## src/hw/rtl/ctrl_pkg.sv

```systemverilog
// ----------------------------------------------------------------------------
// ctrl_pkg
// Shared constants, operation and status codes, and the transaction token
// that travels along the cell chain of the color table.
// ----------------------------------------------------------------------------
package ctrl_pkg;

  localparam int TABLE_DEPTH = 256;
  localparam int IDX_W       = 8;
  localparam int CNT_W       = 9;
  localparam int CH_W        = 8;
  localparam int KEY_W       = 24;
  localparam int COLOR_W     = 32;

  localparam logic [2:0] OP_WRITE    = 3'd0;
  localparam logic [2:0] OP_READ     = 3'd1;
  localparam logic [2:0] OP_FIND_RGB = 3'd2;
  localparam logic [2:0] OP_FIND_ANN = 3'd3;
  localparam logic [2:0] OP_CLEAR    = 3'd4;

  localparam logic [1:0] ST_OK    = 2'd0;
  localparam logic [1:0] ST_RANGE = 2'd1;
  localparam logic [1:0] ST_EMPTY = 2'd2;
  localparam logic [1:0] ST_DUP   = 2'd3;

  typedef struct packed {
    logic [2:0]         op;
    logic [IDX_W-1:0]   idx;
    logic               in_range;
    logic [KEY_W-1:0]   key;
    logic [CH_W-1:0]    alpha;
    logic [1:0]         status;
    logic [COLOR_W-1:0] color;
    logic               ent_valid;
    logic               found;
    logic [IDX_W-1:0]   fidx;
    logic               inc;
  } token_t;

endpackage

```

## src/hw/rtl/ctrl_cell.sv

```systemverilog
// ----------------------------------------------------------------------------
// ctrl_cell
// One table entry with its valid mark. It applies each passing transaction
// to its own entry and hands the token to the next cell.
// ----------------------------------------------------------------------------
module ctrl_cell (
  input  logic                        clk,
  input  logic                        rst,
  input  logic                        en,
  input  logic [ctrl_pkg::IDX_W-1:0]  cell_index,
  input  logic [ctrl_pkg::CNT_W-1:0]  limit,
  input  logic                        tok_in_valid,
  input  ctrl_pkg::token_t            tok_in,
  output logic                        tok_out_valid,
  output ctrl_pkg::token_t            tok_out
);
  import ctrl_pkg::*;

  logic               mark;
  logic               mark_next;
  logic [COLOR_W-1:0] color;
  logic [COLOR_W-1:0] color_next;
  token_t             tok_next;
  logic               hit;
  logic               reach;

  always_comb begin
    tok_next   = tok_in;
    mark_next  = mark;
    color_next = color;
    hit        = tok_in.in_range && (tok_in.idx == cell_index);
    reach      = {1'b0, cell_index} < limit;
    if (tok_in_valid) begin
      case (tok_in.op) inside
        OP_WRITE: begin
          if (hit) begin
            if (mark) begin
              tok_next.status = ST_DUP;
            end else begin
              mark_next    = 1'b1;
              color_next   = {tok_in.alpha, tok_in.key};
              tok_next.inc = 1'b1;
            end
          end
        end
        OP_READ: begin
          if (hit) begin
            if (!mark) begin
              tok_next.status = ST_EMPTY;
            end else begin
              tok_next.color     = color;
              tok_next.ent_valid = 1'b1;
            end
          end
        end
        OP_FIND_RGB, OP_FIND_ANN: begin
          if (!tok_in.found && reach && mark && (color[KEY_W-1:0] == tok_in.key)) begin
            tok_next.found = 1'b1;
            tok_next.fidx  = cell_index;
          end
        end
        OP_CLEAR: begin
          mark_next = 1'b0;
        end
        default: begin
        end
      endcase
    end
  end

  always_ff @(posedge clk) begin
    if (rst) begin
      mark          <= 1'b0;
      tok_out_valid <= 1'b0;
    end else if (en) begin
      mark          <= mark_next;
      tok_out_valid <= tok_in_valid;
    end
  end

  always_ff @(posedge clk) begin
    if (en) begin
      color   <= color_next;
      tok_out <= tok_next;
    end
  end

endmodule

```

## config.mk

```make
export PLATFORM = sky130hd
export DESIGN_NAME = ctrl_cell
export DESIGN_NICKNAME = d
export VERILOG_FILES = /design/src/hw/rtl/ctrl_pkg.sv /design/src/hw/rtl/ctrl_cell.sv
export SDC_FILE = /design/constraint.sdc
export NUM_CORES = 1
export LEC_CHECK = 0
export ABC_AREA = 1
export BUFFER_PORTS_ARGS = -buffer_cell sky130_fd_sc_hd__clkbuf_2
export CORE_MARGIN = 1.5
export CORE_UTILIZATION = 37
export DETAILED_ROUTE_END_ITERATION = 8
export GPL_TIMING_DRIVEN = 0
export PLACE_DENSITY = 0.7
export SLEW_MARGIN = 20
export SYNTH_ARGS = -nofsm -noshare
export SYNTH_HDL_FRONTEND = slang
export SYNTH_SLANG_ARGS = --single-unit
```

## constraint.sdc

```tcl
create_clock -name clk -period 3.57 [get_ports clk]
set_input_delay 0 -clock clk [delete_from_list [all_inputs] [get_ports clk]]
set_output_delay 0 -clock clk [all_outputs]
set_load 0.005 [all_outputs]
```

==> run_results.csv, run 1 <==
group,metric,value,unit
run_status,outcome,"completed",
critical_path,crit_top_cell,"nand2_1",
floorplan,rows,43,
power,p_comb_share,10.2,%
global_route,grt_pass1_vias,4477,
global_route,grtUsageTotal,18.9,%
power,swShare,21.9,%
sta,finalCritPeriodShare,72.7,%
clock_network,worstSkewPairLatency,0.42,ns
route,drtIter0Drc,224,
sta,finalSetupViolations,0,
logic_synthesis,synth_nets,590,
logic_synthesis,ys_seq_elements,123,
clock_network,clock-sinks,123,
route,drc,0,
critical_path,critPathMaxFanout,9,
layout,nFillCells,1148,
global_route,grt_start_max_net_pins,92,
logic_synthesis,netlist_area,5320,sq um
global_route,overflow,0,
critical_path,slowest_stage,"dlygate4sd3_1",
clock_network,cts_root_buf,"clkbuf_16",
global_route,grt_pass1_wl,21200,um
logic_synthesis,ys.warnings.count,0,
sta,finClkSkew,0.0122,ns
critical_path,path_class,"reg -> reg",
power,p_leak,3.90,nW
clock_network,clock_path_buffers,2,
sta,hold_viol_final,0,
floorplan,dieArea,15100,sq um
route,routed_wl,13900,um
placed_design,dp_hpwl,8930,um
floorplan,die_h,123,um
power,ir_worst_vdd,0.273,mV
critical_path,path_delay_family,"simple AND/OR/NAND/NOR gates",
route,antenna_left,0,
critical_path,worstSetupEndpointType,"flop",
sta,rsz0062_at_grt,"false",
logic_synthesis,synth_largest_area_cell,"edfxtp_1",
logic_synthesis,ys_seq_area_share,69.0,%
worst_hold_path,hold_path_class,"in -> reg",
clock_network,cts_tree,"built",
power,clkPwrFrac,43.9,%
layout,fin_nets,909,
route,via_per_inst,4.45,
logic_synthesis,syn-instance-count,473,
floorplan,core-area,13900,sq um
layout,diodes,0,
layout,drive_gt1_share,33.4,%
layout,design_area,8140,sq um
critical_path,cp.required,3.72,ns
floorplan,die_w,123,um
logic_synthesis,synth_top_area_share,68.3,%
clock_network,cts_made_buffers,17,
sta,period_needed,2.60,ns
route,vias,4379,
clock_network,cts_htree_levels,4,
global_route,antenna_found_initial,0,
sta,hold_ws,0.122,ns
placed_design,place_area,6580,sq um
sta,worstMarginPinSlew,0.751,ns
logic_synthesis,synth_cell_types,23,
power,finalPower,0.00371,W
power,powerDensity,456,nW/um^2
clock_network,cts_resized,0,
sta,slew_headroom,49.9,%
placed_design,routabilityCongestion,0.727,
job,drv_cap,0,
placed_design,io_buffers,199,
critical_path,crit_path_max_incr_delay,0.55,ns
route,wl_per_cell,14.1,um
floorplan,initial_utilization,38.2,%
clock_network,clkTransAtPathRegs,0.06,ns
power,intPower,0.00290,W
power,switchingPower,0.000813,W
logic_synthesis,yosys-top-cells-area,"edfxtp_1, nand2_1, inv_1",
sta,fmax,0.385,GHz
route,firstDrtPassIters,4,
floorplan,io_pins,200,
critical_path,critPathArrivalTime,2.75,ns
critical_path,path_cells,"inv_1, nand2_1, nand2_1, nand2_1, nor2_1, nand3_1, nor2_2, nand2_2, nand2_1, nand2_1, dlygate4sd3_1",
logic_synthesis,syn_avg_cell_area,11.2,sq um
power,pwr-share-seq,45.9,%
critical_path,start_kind,"flop",
layout,area_growth,53.0,%
critical_path,cp_num_buf_inv,2,
sta,slew_viol_final,0,
layout,final_util,58.4,%
## layout make-up
| class | instances | area [sq um] | area share [%] |
|---|---|---|---|
| inverter | 89 | 334 | 4.11 |
| clock inverter | 14 | 130 | 1.60 |
| timing repair buffer | 300 | 2030 | 24.9 |
| multi-input combinational | 254 | 1250 | 15.3 |
| tap | 180 | 225 | 2.77 |
| sequential | 123 | 3670 | 45.1 |
| buffer | 7 | 71.3 | 0.876 |
| clock buffer | 18 | 429 | 5.27 |
## cells by family (layout without fill, tap and decap cells)
family                   count (synthesis)  in the layout  share of synthesized area (%)
AND/OR/NAND/NOR                        201            201                           15.3
XOR/XNOR                                 6              6                          0.988
adder cells (fa/ha/maj)                  7              7                           1.65
flip-flops                             123            123                           69.0
AO/OA/AOI/OAI                           40             40                           5.43
buffers and inverters                   96            428                           7.62
## timing repair
item                                   4_1_cts  5_1_grt
hold buffers                               100        0
setup endpoints to repair                    0        0
setup buffers                                0        0
endpoints found under the hold margin      123        0
## metal layers
metal | up-vias | GRT usage [%] | share of wire (%) | wire [um]
li1 | 2174 | - | - | -
met1 | 2016 | 21.0 | 41 | 5740
met2 | 161 | 33.5 | 51 | 7150
met3 | 28 | 5.77 | 5.2 | 722
met4 | 0 | 7.63 | 2.2 | 299
met5 | - | 0 | 0 | 0
## cell usage in the layout, fill, tap and decap left out, drive strengths merged
cell / n
bufinv: 2
o21ai: 34
dlygate4sd3: 100
ha: 7
nand3: 15
xnor2: 6
nand2: 156
clkinv: 9
nand4: 2
or2: 1
nor3b: 1
nor2: 26
edfxtp: 121
a21oi: 5
a21o: 1
clkinvlp: 3
clkbuf: 218
dfxtp: 2
buf: 7
inv: 89
## cell usage after synthesis
cell,n
nand2_1,155
edfxtp_1,121
inv_1,88
o21ai_2,23
nor2_1,22
nand3_1,13
o21ai_1,9
ha_1,7
buf_6,6
xnor2_1,6
a21oi_1,5
nor2_2,3
dfxtp_1,2
nand3_2,2
nand4_1,2
o21ai_0,2
a21o_1,1
clkbuf_1,1
inv_2,1
nand2_2,1
nor2_4,1
nor3b_1,1
or2_2,1
## path summary, 6_finish.rpt
| kind | slack (ns) | cells past startpoint | endpoint | startpoint |
|---|---|---|---|---|
| max | 0.97 | 11 | tok_out[2] | color[10] |
| min | 0.12 | 6 | mark | cell_index[5] |
| max reg2reg | 0.97 | 11 | tok_out[2] | color[10] |
| min reg2reg | 0.55 | 2 | mark | mark |
## power groups by stage
stage          clock network [W]  logic [W]  registers [W]
2_1_floorplan                  0  0.0000785        0.00174
3_3_place_gp                   0   0.000279        0.00173
3_5_place_dp                   0   0.000287        0.00173
4_1_cts                  0.00166   0.000375        0.00170
5_1_grt                  0.00173   0.000417        0.00171
6_report                 0.00163   0.000378        0.00170
## sequential cells by signal (all words and copies together) (netlist names)
name,flops
tok_out,89
tok_out_valid,1
mark,1
color,32
## metrics by stage
| stage | cells | setup slack [ns] | TNS (ns) |
|---|---|---|---|
| floorplan | 473 | 1.19 | 0 |
| global placement | 852 | -1.13 | -36.09 |
| detailed placement | 853 | 1.53 | 0 |
| CTS | 985 | 0.991 | 0 |
| global route | 985 | 0.699 | 0 |
| finish | 985 | 0.974 | 0 |
## worst reg2reg max path, cell delays in order (launching register included)
cell and delay (ns):
edfxtp_1 0.38, inv_1 0.10, nand2_1 0.06, nand2_1 0.05, nand2_1 0.06, nor2_1 0.16
nand3_1 0.14, nor2_2 0.41, nand2_2 0.24, nand2_1 0.12, nand2_1 0.07, dlygate4sd3_1 0.55
Power figures use the tool's default switching activity.
==> run 2: changes to the inputs <==
Settings changed: PLACE_DENSITY 0.7 to 0.72.
Clock period 3.57 ns to 2.33 ns, I/O delays scaled along.
==> run 2 against run 1 <==
Effect of this change:
- setup slack got worse by 0.71 ns
- sequential power increased by 54%
- clock power is 71% higher
- sequential cell count stayed put
- global-route usage hardly changed
- combinational power up 53%
- non-clock buffer count unchanged
- maximum frequency rose by 26%
- core utilization increased by 0.47 points
- critical path depth is 1 lower
- die area unchanged
==> run_results.csv, run 2 (same netlist as run 1, synthesis figures left out) <==
group,metric,value,unit
clock_network,clkTransAtPathRegs,0.05,ns
global_route,overflow,0,
layout,layout_commonest_cell,"clkbuf_2",
sta,worstMarginPinSlew,0.734,ns
route,vias,4308,
floorplan,io_pins,200,
critical_path,start_kind,"flop",
layout,nFillCells,1152,
route,antenna_left,0,
layout,regMostFlops,"tok_out",
route,routed_wl,13800,um
global_route,antenna_found_initial,0,
critical_path,cp.required,2.49,ns
clock_network,clock_path_buffers,2,
critical_path,slowest_stage,"nor2_2",
worst_hold_path,hold_path_class,"in -> reg",
clock_network,clock-sinks,123,
power,ir_worst_vdd,0.405,mV
layout,multi_input_area,1250,sq um
layout,area_growth,54.2,%
sta,rsz0062_at_grt,"false",
layout,final_util,58.9,%
critical_path,crit_start,"color[10]",
clock_network,cts_htree_levels,4,
route,wl_per_cell,14.0,um
layout,seqCellArea,3670,sq um
sta,finClkSkew,0.00624,ns
critical_path,worstSetupEndpointType,"flop",
sta,period_needed,2.06,ns
global_route,grt_pass1_wl,21200,um
sta,fmax,0.484,GHz
layout,layout_common_cells,"clkbuf_2, nand2_1, edfxtp_1",
clock_network,cts_tree,"built",
floorplan,die_w,123,um
sta,slew_viol_final,0,
clock_network,cts_setup_buffers,0,
critical_path,crit_top_cell,"nand2_1",
floorplan,core-area,13900,sq um
sta,slew_headroom,51.1,%
power,clkPwrFrac,46.6,%
power,swShare,20.1,%
critical_path,rrSetupSlack,0.27,ns
critical_path,cp_num_buf_inv,1,
route,firstDrtPassIters,4,
layout,drive_gt1_share,32.8,%
route,via_per_inst,4.37,
global_route,grt_pass1_vias,4366,
layout,fin_nets,909,
critical_path,rr_startpoint,"color[10]",
critical_path,critPathMaxFanout,9,
critical_path,worstSetupEndpoint,"tok_out[8]",
job,drv_cap,0,
placed_design,dp_hpwl,8790,um
route,drc,0,
run_status,outcome,"completed",
critical_path,reg2reg_depth,10,
critical_path,path_cells,"inv_1, nand2_1, nand2_1, nand2_1, nor2_1, nand3_1, nor2_2, nand2_2, nand2_1, nand2_1",
sta,finalCritPeriodShare,88.6,%
critical_path,crit_cells,10,
critical_path,critical_path.reg2reg.endpoint,"tok_out[8]",
sta,hold_viol_final,0,
layout,reg_top3,"tok_out: 89 flops, color: 32 flops",
layout,diodes,0,
layout,largest_reg_flops,89,
power,intPower,0.00477,W
critical_path,crit_path_max_incr_delay,0.42,ns
placed_design,io_buffers,199,
global_route,grtUsageTotal,18.8,%
power,switchingPower,0.00120,W
global_route,grt_start_max_net_pins,92,
placed_design,routabilityCongestion,0.761,
power,powerDensity,728,nW/um^2
floorplan,rows,43,
floorplan,die_h,123,um
power,pwr-share-seq,43.7,%
power,p_comb_share,9.7,%
critical_path,path_delay_family,"simple AND/OR/NAND/NOR gates",
clock_network,worstSkewPairLatency,0.41,ns
power,p_leak,3.93,nW
clock_network,cts_made_buffers,17,
critical_path,path_class,"reg -> reg",
route,drtIter0Drc,195,
floorplan,dieArea,15100,sq um
clock_network,cts_root_buf,"clkbuf_16",
floorplan,initial_utilization,38.2,%
sta,tns,0,ns
critical_path,critPathArrivalTime,2.23,ns
sta,finalSetupViolations,0,
[run 2: timing repair]
action,CTS,global route
hold endpoints to repair,123,0
resized for setup,0,0
hold buffers,100,0
[run 2: worst min path at each step]
stage,startpoint,endpoint,cells past startpoint
2_1_floorplan,rst,tok_out_valid,1
3_3_place_gp,rst,tok_out_valid,2
3_5_place_dp,rst,tok_out_valid,2
4_1_cts,tok_in_valid,tok_out[43],6
5_1_grt,tok_in_valid,tok_out[43],6
6_report,tok_in_valid,tok_out[43],6
[run 2: layout make-up]
class                      instances  area share (%)
clock inverter                     9            2.06
tap                              180            2.75
clock buffer                      23            5.46
buffer                             7           0.869
multi-input combinational        254            15.2
inverter                          89            4.07
sequential                       123            44.8
timing repair buffer             300            24.8
[run 2: metal layers]
layer  track usage, %  up-vias  routed length, um
li1                 -     2170                  -
met1             21.3     1965               5560
met2             33.3      147               7110
met3             5.07       26                805
met4             8.43        0                284
met5                0        -                  0
[run 2: power groups by stage]
| stage | registers, W | logic (W) | clock network (W) |
|---|---|---|---|
| final | 0.00261 | 0.000578 | 0.00279 |
| after global routing | 0.00262 | 0.000640 | 0.00293 |
| after CTS | 0.00261 | 0.000573 | 0.00283 |
| after detailed placement | 0.00265 | 0.000440 | 0 |
| after global placement | 0.00265 | 0.000431 | 0 |
| after floorplan | 0.00267 | 0.000120 | 0 |
[run 2: worst reg2reg max path, stage by stage, from the launching register on]
cell and delay, ns:
edfxtp_1 0.38, inv_1 0.11, nand2_1 0.06, nand2_1 0.05
nand2_1 0.06, nor2_1 0.18, nand3_1 0.14, nor2_2 0.42
nand2_2 0.26, nand2_1 0.12, nand2_1 0.06
[run 2: metrics by stage]
| step | cells | worst slack [ns] | power [W] | instance area [sq um] | hold WS [ns] |
|---|---|---|---|---|---|
| 2_1_floorplan | 473 | 0.464 | 0.00279 | 5320 | 0.0691 |
| 3_3_place_gp | 852 | -1.46 | 0.00308 | 6540 | 0.186 |
| 3_5_place_dp | 853 | 0.250 | 0.00309 | 6590 | 0.186 |
| 4_1_cts | 985 | 0.239 | 0.00602 | 8200 | 0.0687 |
| 5_1_grt | 985 | 0.0789 | 0.00619 | 8200 | 0.147 |
| 6_report | 985 | 0.266 | 0.00598 | 8200 | 0.0891 |
