===== src/hw/rtl/ctrl_pkg.sv =====
// ----------------------------------------------------------------------------
// ctrl_pkg
// Shared constants, operation and status codes, and the transaction token
// that travels along the cell chain of the color table.
// ----------------------------------------------------------------------------
package ctrl_pkg;

  localparam int TABLE_DEPTH = 256;
  localparam int IDX_W       = 8;
  localparam int CNT_W       = 9;
  localparam int CH_W        = 8;
  localparam int KEY_W       = 24;
  localparam int COLOR_W     = 32;

  localparam logic [2:0] OP_WRITE    = 3'd0;
  localparam logic [2:0] OP_READ     = 3'd1;
  localparam logic [2:0] OP_FIND_RGB = 3'd2;
  localparam logic [2:0] OP_FIND_ANN = 3'd3;
  localparam logic [2:0] OP_CLEAR    = 3'd4;

  localparam logic [1:0] ST_OK    = 2'd0;
  localparam logic [1:0] ST_RANGE = 2'd1;
  localparam logic [1:0] ST_EMPTY = 2'd2;
  localparam logic [1:0] ST_DUP   = 2'd3;

  typedef struct packed {
    logic [2:0]         op;
    logic [IDX_W-1:0]   idx;
    logic               in_range;
    logic [KEY_W-1:0]   key;
    logic [CH_W-1:0]    alpha;
    logic [1:0]         status;
    logic [COLOR_W-1:0] color;
    logic               ent_valid;
    logic               found;
    logic [IDX_W-1:0]   fidx;
    logic               inc;
  } token_t;

endpackage


===== src/hw/rtl/ctrl_out_stage.sv =====
// ----------------------------------------------------------------------------
// ctrl_out_stage
// Output register at the end of the chain. It keeps the count of valid
// entries and sets the advance enable for the whole chain.
// ----------------------------------------------------------------------------
module ctrl_out_stage (
  input  logic                        clk,
  input  logic                        rst,
  input  logic                        tok_valid,
  input  ctrl_pkg::token_t            tok,
  input  logic                        out_ready,
  output logic                        en,
  output logic                        out_valid,
  output logic [1:0]                  status,
  output logic [ctrl_pkg::CH_W-1:0]   red_out,
  output logic [ctrl_pkg::CH_W-1:0]   green_out,
  output logic [ctrl_pkg::CH_W-1:0]   blue_out,
  output logic [ctrl_pkg::CH_W-1:0]   alpha_out,
  output logic [ctrl_pkg::KEY_W-1:0]  annotation_out,
  output logic                        entry_valid,
  output logic                        found,
  output logic [ctrl_pkg::IDX_W-1:0]  found_index,
  output logic [ctrl_pkg::CNT_W-1:0]  valid_count
);
  import ctrl_pkg::*;

  logic [CNT_W-1:0] count;
  logic [CNT_W-1:0] count_next;
  logic             take;

  assign en   = !out_valid || out_ready;
  assign take = en && tok_valid;

  always_comb begin
    count_next = count;
    if (tok.op == OP_CLEAR) begin
      count_next = '0;
    end else if (tok.inc) begin
      count_next = count + CNT_W'(1);
    end
  end

  always_ff @(posedge clk) begin
    if (rst) begin
      count     <= '0;
      out_valid <= 1'b0;
    end else begin
      if (take) begin
        count <= count_next;
      end
      if (en) begin
        out_valid <= tok_valid;
      end
    end
  end

  always_ff @(posedge clk) begin
    if (take) begin
      status         <= tok.status;
      red_out        <= tok.color[7:0];
      green_out      <= tok.color[15:8];
      blue_out       <= tok.color[23:16];
      alpha_out      <= tok.color[31:24];
      annotation_out <= tok.color[KEY_W-1:0];
      entry_valid    <= tok.ent_valid;
      found          <= tok.found;
      found_index    <= tok.fidx;
      valid_count    <= count_next;
    end
  end

  a_count_bound: assert property (@(posedge clk) disable iff (rst)
    count <= CNT_W'(TABLE_DEPTH))
    else $error("valid entry count exceeds table depth");

  a_found_ok: assert property (@(posedge clk) disable iff (rst)
    out_valid && found |-> status == ST_OK && !entry_valid)
    else $error("search result carries read data or an error status");

  a_index_zero: assert property (@(posedge clk) disable iff (rst)
    out_valid && !found |-> found_index == '0)
    else $error("found_index set without a match");

  a_clear_count: assert property (@(posedge clk) disable iff (rst)
    take && tok.op == OP_CLEAR |=> count == '0)
    else $error("clear did not reset the entry count");

endmodule

===== config.mk =====
export PLATFORM = sky130hd
export DESIGN_NAME = ctrl_out_stage
export DESIGN_NICKNAME = d
export VERILOG_FILES = /design/src/hw/rtl/ctrl_pkg.sv /design/src/hw/rtl/ctrl_out_stage.sv
export SDC_FILE = /design/constraint.sdc
export NUM_CORES = 1
export LEC_CHECK = 0
export BUFFER_PORTS_ARGS = -buffer_cell sky130_fd_sc_hd__buf_4
export CORE_ASPECT_RATIO = 0.9
export CORE_MARGIN = 2
export CORE_UTILIZATION = 42
export CTS_BUF_LIST = sky130_fd_sc_hd__clkbuf_2 sky130_fd_sc_hd__clkbuf_4 sky130_fd_sc_hd__clkbuf_8
export CTS_CLUSTER_SIZE = 14
export DETAILED_ROUTE_END_ITERATION = 6
export PLACE_DENSITY = 0.81
export SLEW_MARGIN = 20
export SYNTH_ARGS = -nofsm -noshare
export SYNTH_HDL_FRONTEND = slang
export SYNTH_SLANG_ARGS = --single-unit

===== constraint.sdc =====
create_clock -name clk -period 2.9 [get_ports clk]
set_input_delay 0.58 -clock clk [delete_from_list [all_inputs] [get_ports clk]]
set_output_delay 0.58 -clock clk [all_outputs]
set_load 0.005 [all_outputs]

==> summary.md, run 1 <==
| Metric | Value |
|---|---|
| Placed insts | `~340` |
| Die H | `76.49 µm` |
| Worst-skew pair later-pin latency | `0.33 ns` |
| CP arrival | `1.74 ns` |
| Top post-synthesis cells by area | `edfxtp_1 65%, dfxtp_1 8.2%, buf_4 7.3%, a21oi_1 2.7%, xor2_1 1.8%` |
| IO Pins | `between 150 and 200` |
| Mapped cell area | `between 2000 and 2500 µm²` |
| Grt total ovfl | `0` |
| CTS Hold Bufs | `0` |
| Min Hold Slack | `0.4234 ns` |
| Share of the synthesized area in the top cell type | `between 60% and 70%` |
| Final min period | `1.725 ns` |
| Final setup margin | `1.175 ns` |
| Status | `finished, final reports clean` |
| Max H-tree Level | `3` |
| FF-to-FF End | `valid_count[1]` |
| MaxCap Viol Count | `0` |
| Startpoint types | `input pin` |
| CTS tree | `done` |
| Core area | `5660 µm²` |
| PD cells | `560.3 nW/µm²` |
| Initial antenna violation count | `0` |
| Worst-Margin Slew | `about 0.44 ns` |
| Critical-path cell list | `buf_4, nand2b_1, nand2_1, inv_2, buf_12` |
| Final HPWL DP | `3.953 mm` |
| Post-synth top cells | `53 x edfxtp_1, 24 x buf_4, 13 x a21oi_1, 11 x nor2_1, 10 x dfxtp_1` |
| Mapped Nets | `259` |
| Sequential area share after synthesis | `around 73%` |
| Slew Limit Fails | `0` |
| Num rows | `26` |
| CP max stage cell | `inv_2` |
| Vias in the first global route | `1657` |
| Finished Core Util | `between 60% and 70%` |
| Worst hold path type | `input pin to flop` |
| GRT Util Overall | `16.44%` |
| EDFF count, synth | `53` |
| Resize count post-CTS | `0` |
| DRT antenna net count | `0` |
| Skew final | `roughly 0.0066 ns` |
| Cell with the most instances after synthesis | `edfxtp_1` |
| Worst setup path startpoint | `out_ready` |
| Drt drc | `0` |
| Final #Nets | `374` |
| WL per Instance | `15.03 µm` |
| Post-route insts no fill | `355` |
| Number of buffers created by CTS | `9` |
| Max IR drop VDD | `between 0.2 and 0.3 mV` |
| DRT Pass-1 Iters | `4` |
| Vias after detailed routing | `1689` |
| Setup slack, reg-to-reg | `1.21 ns` |
| CP Data Required Time | `2.92 ns` |
| Library cells used by synthesis | `27` |
| Clock Tree Buf Depth | `2` |
| Routability cong. | `0.7011` |
| Antenna cells | `0` |
| Final hold vios | `0` |
| Largest net degree at the start of global routing | `35` |
| Final period utilization | `roughly three fifths` |
| Die Width | `~85 µm` |
| Most used DFF post-synth | `edfxtp_1` |
| Num Clock Sinks | `63` |
| CP Max Fanout | `34` |
| Sum Neg Setup Slack | `0 ns` |
| Yosys warns | `0` |
| Largest area contributor in the synthesized netlist | `edfxtp_1` |
| Achievable Freq | `a little under 600 MHz` |
| Worst setup path endpoint | `valid_count[1]` |
| First-pass GRT wire length | `just over 8 mm` |
| Synth Register Bits | `63` |
| Avg Synthesized Cell Area | `14.86 µm²` |
| Endpoint class of the critical path | `flop` |
| Total wire length | `5.336 mm` |
| CP Class | `input pin to flop` |
| Starting DRT DRC Count | `72` |
| Largest stage delay, worst path | `0.42 ns` |
| FF-to-FF Start | `out_valid` |
| Initial core utilization | `a little over two fifths` |
| I/O Buffers | `130` |
| Share of cells above drive strength 1 | `54.04%` |
| Leak | `1.490 nW` |
| Die ar. | `6467 µm²` |
| Setup-failing EPs final | `0` |
| Post-CTS setup buffers | `0` |
| Reg clk slew, reported paths | `about 0.07 ns` |
| Area delta synth->final | `43.78%` |
| Post-Syn Instances | `165` |
| Pre-CTS WS | `around 0.84 ns` |
| Root buf cell | `clkbuf_8` |
| Vias/cell | `4.758` |
| R2r worst-path depth | `4` |
| Asr flop ratio synth | `0%` |
| Max_slew headroom | `70.38%` |
| RSZ-0062 raised after global routing | `false` |
-- registers in the layout, indices dropped and copies added (netlist names) --
signal and count:
blue_out 8, alpha_out 8, found 1, out_valid 1, count 9, annotation_out 2, green_out 7, found_index 8
valid_count 9, entry_valid 1, status 2, red_out 7
-- placed cells by master, fill, tap and decap left out, drive strengths merged, types with 4 or more instances in the layout --
| cell type | instances |
|---|---|
| dfxtp | 10 |
| nor2 | 11 |
| xor2 | 5 |
| clkinv | 4 |
| o21ai | 7 |
| nand2 | 7 |
| or3 | 6 |
| a21oi | 13 |
| edfxtp | 53 |
| buf | 132 |
| clkbuf | 11 |
-- metrics by stage --
stage	power (W)	instance area (µm²)
floorplan	0.001140	2452
detailed placement	0.001278	3338
global route	0.002051	3526
CTS	0.001997	3526
global placement	0.001268	3338
finish	0.001975	3526
-- worst max-delay path: cells and delay by family --
| kind | cells | cell delay (ns) |
|---|---|---|
| simple gates | 2 | 0.38 |
| buf+inv | 3 | 0.76 |
-- worst min path at each step --
stage,startpoint,end,slack [ns],depth (start not counted)
after floorplan,count[8],count[8],0.49,2
after global placement,count[8],count[8],0.50,2
after detailed placement,count[8],count[8],0.51,2
after CTS,tok[7],found_index[6],0.41,1
after global routing,tok[11],red_out[0],0.41,1
final,tok[30],blue_out[3],0.42,1
-- cell type report --
cell class	instances	area [µm²]
clock buffer	11	138.9
clock inverter	5	48.80
fill	449	2135
inverter	2	7.507
multi-input combinational	72	447.9
sequential	63	1792
tap	70	87.58
timing repair buffer	132	1003
-- kinds of logic after synthesis --
family	share of synthesized area (%)
DFF	73.06
xor gates and xnor gates	2.857
adders and majority gates	0.5101
AOI/OAI and AO/OA	4.949
buffers and inverters	8.673
and+or+nand+nor	9.949
-- per-layer routing --
metal | vias up | share of wire (%) | global-route usage, %
li1 | 809 | - | -
met4 | 0 | 3.0 | 10.00
met3 | 16 | 8.5 | 4.550
met2 | 89 | 52 | 27.87
met1 | 775 | 36 | 18.25
met5 | - | 0 | 0
-- where the power goes --
group | leakage (nW) | switching (W) | internal (W)
clock | 0.101 | 0.000312 | 0.000409
combinational | 0.792 | 0.0000765 | 0.000124
sequential | 0.597 | 0.0000193 | 0.00104
total | 1.49 | 0.000408 | 0.00157
Power figures use the tool's default switching activity.
==> run 2: changes to the inputs <==
--- a/config.mk
+++ b/config.mk
@@ -5,6 +5,7 @@
 export SDC_FILE = /design/constraint.sdc
 export NUM_CORES = 1
 export LEC_CHECK = 0
+export ABC_AREA = 1
 export BUFFER_PORTS_ARGS = -buffer_cell sky130_fd_sc_hd__buf_4
 export CORE_ASPECT_RATIO = 0.9
 export CORE_MARGIN = 2
==> constraint.sdc (replaced) <==
create_clock -name clk -period 1.8 [get_ports clk]
set_input_delay 0.36 -clock clk [delete_from_list [all_inputs] [get_ports clk]]
set_output_delay 0.36 -clock clk [all_outputs]
set_load 0.005 [all_outputs]
==> run 2 against run 1 <==
Effect of this change:
- combinational power is 87% higher
- via count decreased by 2.3%
- clock skew fell by 0.0011 ns
- highest routed layer unchanged
- routed wire length shrank 7.7%
==> summary.md, run 2 <==
| Metric | Value |
|---|---|
| FF-to-FF End | `valid_count[1] (unchanged)` |
| Reg clk slew, reported paths | `0.06 ns (was 0.07 ns)` |
| Mapped cell area | `2425 µm² (was 2452 µm²)` |
| Startpoint types | `flop (was input pin)` |
| Initial core utilization | `43.09% (was 43.32%)` |
| Commonest non-fill, non-tap cell in the layout | `buf_4 (unchanged)` |
| MaxCap Viol Count | `0 (unchanged)` |
| Clock Tree Buf Depth | `2 (unchanged)` |
| Drt drc | `0 (unchanged)` |
| Asr flop ratio synth | `0% (unchanged)` |
| Max H-tree Level | `3 (unchanged)` |
| Achievable Freq | `754.2 MHz` |
| EDFF count, synth | `53 (unchanged)` |
| Core area | `5628 µm² (was 5660 µm²)` |
| CP max stage cell | `dfxtp_1 (was inv_2)` |
| Largest stage delay, worst path | `0.40 ns (was 0.42 ns)` |
| I/O Buffers | `130 (unchanged)` |
| Yosys warns | `0 (unchanged)` |
| Area delta synth->final | `45.92% (was 43.78%)` |
| Sum Neg Setup Slack | `0 ns (unchanged)` |
| Metal2 WL | `2.501 mm (was 2.775 mm)` |
| Worst-Margin Slew | `0.3562 ns (was 0.4436 ns)` |
| Grt total ovfl | `0 (unchanged)` |
| Die H | `76.09 µm (was 76.49 µm)` |
| R2r worst-path depth | `4 (unchanged)` |
| Endpoint class of the critical path | `output pin (was flop)` |
| Wire length on met3 | `447 µm (was 454 µm)` |
| WL per Instance | `13.42 µm (was 15.03 µm)` |
| Skew final | `0.005451 ns (was 0.006573 ns)` |
| Final HPWL DP | `3.577 mm (was 3.953 mm)` |
| Post-CTS setup buffers | `0 (unchanged)` |
| Metal1 wirelength | `1.865 mm (was 1.944 mm)` |
| Vias in the first global route | `1613 (was 1657)` |
| PD cells | `948.9 nW/µm² (was 560.3 nW/µm²)` |
| Final hold vios | `0 (unchanged)` |
| RSZ-0062 raised after global routing | `false (unchanged)` |
| Vias/cell | `4.496 (was 4.758)` |
| Top post-synthesis cells by area | `edfxtp_1 66%, dfxtp_1 8.3%, buf_4 7.4%, inv_1 3.3%, nand2_1 2.5% (was edfxtp_1 65%, dfxtp_1 8.2%, buf_4 7.3%, a21oi_1 2.7%, xor2_1 1.8%)` |
| Root buf cell | `clkbuf_8 (unchanged)` |
| Status | `finished, final reports clean (unchanged)` |
| Final min period | `approximately 1.3 ns` |
| Starting DRT DRC Count | `92 (was 72)` |
| Max_slew headroom | `76.25% (was 70.38%)` |
| CP Data Required Time | `1.44 ns (was 2.92 ns)` |
| Worst-skew pair later-pin latency | `0.33 ns (about the same)` |
| Slew Limit Fails | `0 (unchanged)` |
| Die ar. | `6398 µm² (was 6467 µm²)` |
| Setup slack, reg-to-reg | `0.51 ns (was 1.21 ns)` |
| FF-to-FF Start | `count[0] (was out_valid)` |
| CP Buf/Inv Count | `1 (was 3)` |
| Share of the synthesized area in the top cell type | `65.63% (was 64.90%)` |
| DRT antenna net count | `0 (unchanged)` |
| CP Max Fanout | `3 (was 34)` |
| DRT Pass-1 Iters | `4 (unchanged)` |
| Sequential area share after synthesis | `73.89% (was 73.06%)` |
| Placed insts | `351 (was 339)` |
| Routability cong. | `0.8082 (was 0.7011)` |
| Largest area contributor in the synthesized netlist | `edfxtp_1 (unchanged)` |
| Worst hold path type | `input pin to flop (unchanged)` |
| Mapped Nets | `269 (was 259)` |
| Crit-path leading delay family | `flip-flops (was buffers and inverters)` |
| Worst Hold Depth | `2 (was 1)` |
| Initial antenna violation count | `0 (unchanged)` |
| Resize count post-CTS | `0 (unchanged)` |
| CP arrival | `0.97 ns (was 1.74 ns)` |
| Final #Nets | `386 (was 374)` |
| Num rows | `26 (unchanged)` |
| Cell with the most instances after synthesis | `edfxtp_1 (unchanged)` |
| Largest regs | `count x9, valid_count x9 (unchanged)` |
| Tot Pwr | `0.003357 W (was 0.001975 W)` |
| Post-route insts no fill | `367 (was 355)` |
| Number of buffers created by CTS | `9 (unchanged)` |
| Total wire length | `4.924 mm (was 5.336 mm)` |
| Final period utilization | `73.67%` |
| CP Class | `flop to output pin (was input pin to flop)` |
| CTS tree | `done (unchanged)` |
| Die Width | `84.09 µm (was 84.55 µm)` |
| Worst Hold Path EP | `out_valid (was blue_out[3])` |
| Most used DFF post-synth | `edfxtp_1 (unchanged)` |
| Leak | `1.601 nW (was 1.490 nW)` |
| Max layer used | `met4 (unchanged)` |
| Max IR drop VDD | `0.5184 mV (was 0.2946 mV)` |
| Vias after detailed routing | `1650 (was 1689)` |
| Library cells used by synthesis | `21 (was 27)` |
| CTS Hold Bufs | `0 (unchanged)` |
| GRT Util Overall | `15.82% (was 16.44%)` |
| Most frequent cells in the layout | `130 x buf_4, 53 x edfxtp_1, 21 x inv_1, 16 x nand2_1, 11 x clkbuf_8 (was 131 x buf_4, 53 x edfxtp_1, 13 x a21oi_1, 11 x nor2_1, 10 x dfxtp_1)` |
| Critical-path cell list | `nand2_1, buf_4 (was buf_4, nand2b_1, nand2_1, inv_2, buf_12)` |
| Post-Syn Instances | `175 (was 165)` |
| Share of cells above drive strength 1 | `54.55% (was 54.04%)` |
| IO Pins | `172 (unchanged)` |
| HP Start | `rst (was tok[30])` |
| Num Clock Sinks | `63 (unchanged)` |
| Synth Register Bits | `63 (unchanged)` |
| Largest net degree at the start of global routing | `72 (was 35)` |
| First-pass GRT wire length | `7.734 mm (was 8.121 mm)` |
| Antenna cells | `0 (unchanged)` |
| Avg Synthesized Cell Area | `13.86 µm² (was 14.86 µm²)` |
| Setup-failing EPs final | `0 (unchanged)` |
| Post-synth top cells | `53 x edfxtp_1, 24 x buf_4, 21 x inv_1, 16 x nand2_1, 10 x dfxtp_1 (was 53 x edfxtp_1, 24 x buf_4, 13 x a21oi_1, 11 x nor2_1, 10 x dfxtp_1)` |
## run 2: changes by cell type in the layout (fill, tap and decap cells not counted), sizes merged, moves of 4 or more
cell	delta
inv	+22
nand2	+13
nand3	+7
nor2	-6
or3	-6
o21ai	+4
xor2	-4
## run 2: how the worst max path moves through the flow
stage | startpoint | end | slack [ns] | depth (start not counted)
4_1_cts | out_valid | en | 0.45 | 2
2_1_floorplan | out_ready | alpha_out[0] | 0.25 | 3
6_report | out_valid | en | 0.47 | 2
5_1_grt | out_valid | en | 0.41 | 2
3_5_place_dp | out_ready | count[8] | 0.45 | 6
3_3_place_gp | out_ready | red_out[6] | 0.48 | 4
## run 2: cell type report
class,instances,area [µm²]
inverter,24,90.09
fill,456,2090
multi-input combinational,63,365.4
timing repair buffer,131,996.0
sequential,63,1792
clock buffer,13,166.4
clock inverter,3,41.29
tap,70,87.58
## run 2: worst reg2reg max path: stages, from the launching register on
cell,delay (ns)
dfxtp_1,0.40
ha_1,0.25
mux2_1,0.29
nand2_1,0.08
inv_1,0.04
## run 2: cells by family (layout without fill, tap and decap cells)
| group | Yosys count | after routing | synth area share, % |
|---|---|---|---|
| DFF | 63 | 63 | 73.89 |
| AOI/OAI and AO/OA | 23 | 23 | 5.212 |
| buffers and inverters | 49 | 171 | 11.35 |
| muxes | 1 | 1 | 0.4644 |
| and+or+nand+nor | 37 | 37 | 8.204 |
| adders and majority gates | 1 | 1 | 0.5159 |
| xor gates and xnor gates | 1 | 1 | 0.3613 |
## run 2: power by group
group | total, W | internal (W) | switching (W)
Combinational | 0.000373 | 0.000221 | 0.000152
Clock | 0.00125 | 0.000742 | 0.000508
Sequential | 0.00174 | 0.00169 | 0.0000439
Total | 0.00336 | 0.00265 | 0.000704
## run 2: metal layers
layer | track usage, % | vias to the layer above
li1 | - | 809
met1 | 18.10 | 742
met2 | 26.03 | 87
met3 | 5.417 | 12
met4 | 8.548 | 0
met5 | 0 | -
## run 2: metrics by stage
stage | setup WS, ns | hold slack (ns) | utilization (%) | instance area [µm²]
global placement | 0.4807 | 0.5215 | 59.18 | 3331
floorplan | 0.2546 | 0.4291 | - | 2427
detailed placement | 0.4530 | 0.5335 | 59.18 | 3331
finish | 0.4740 | 0.1899 | 62.87 | 3538
global route | 0.4096 | 0.1809 | 62.87 | 3538
CTS | 0.4524 | 0.1705 | 62.87 | 3538
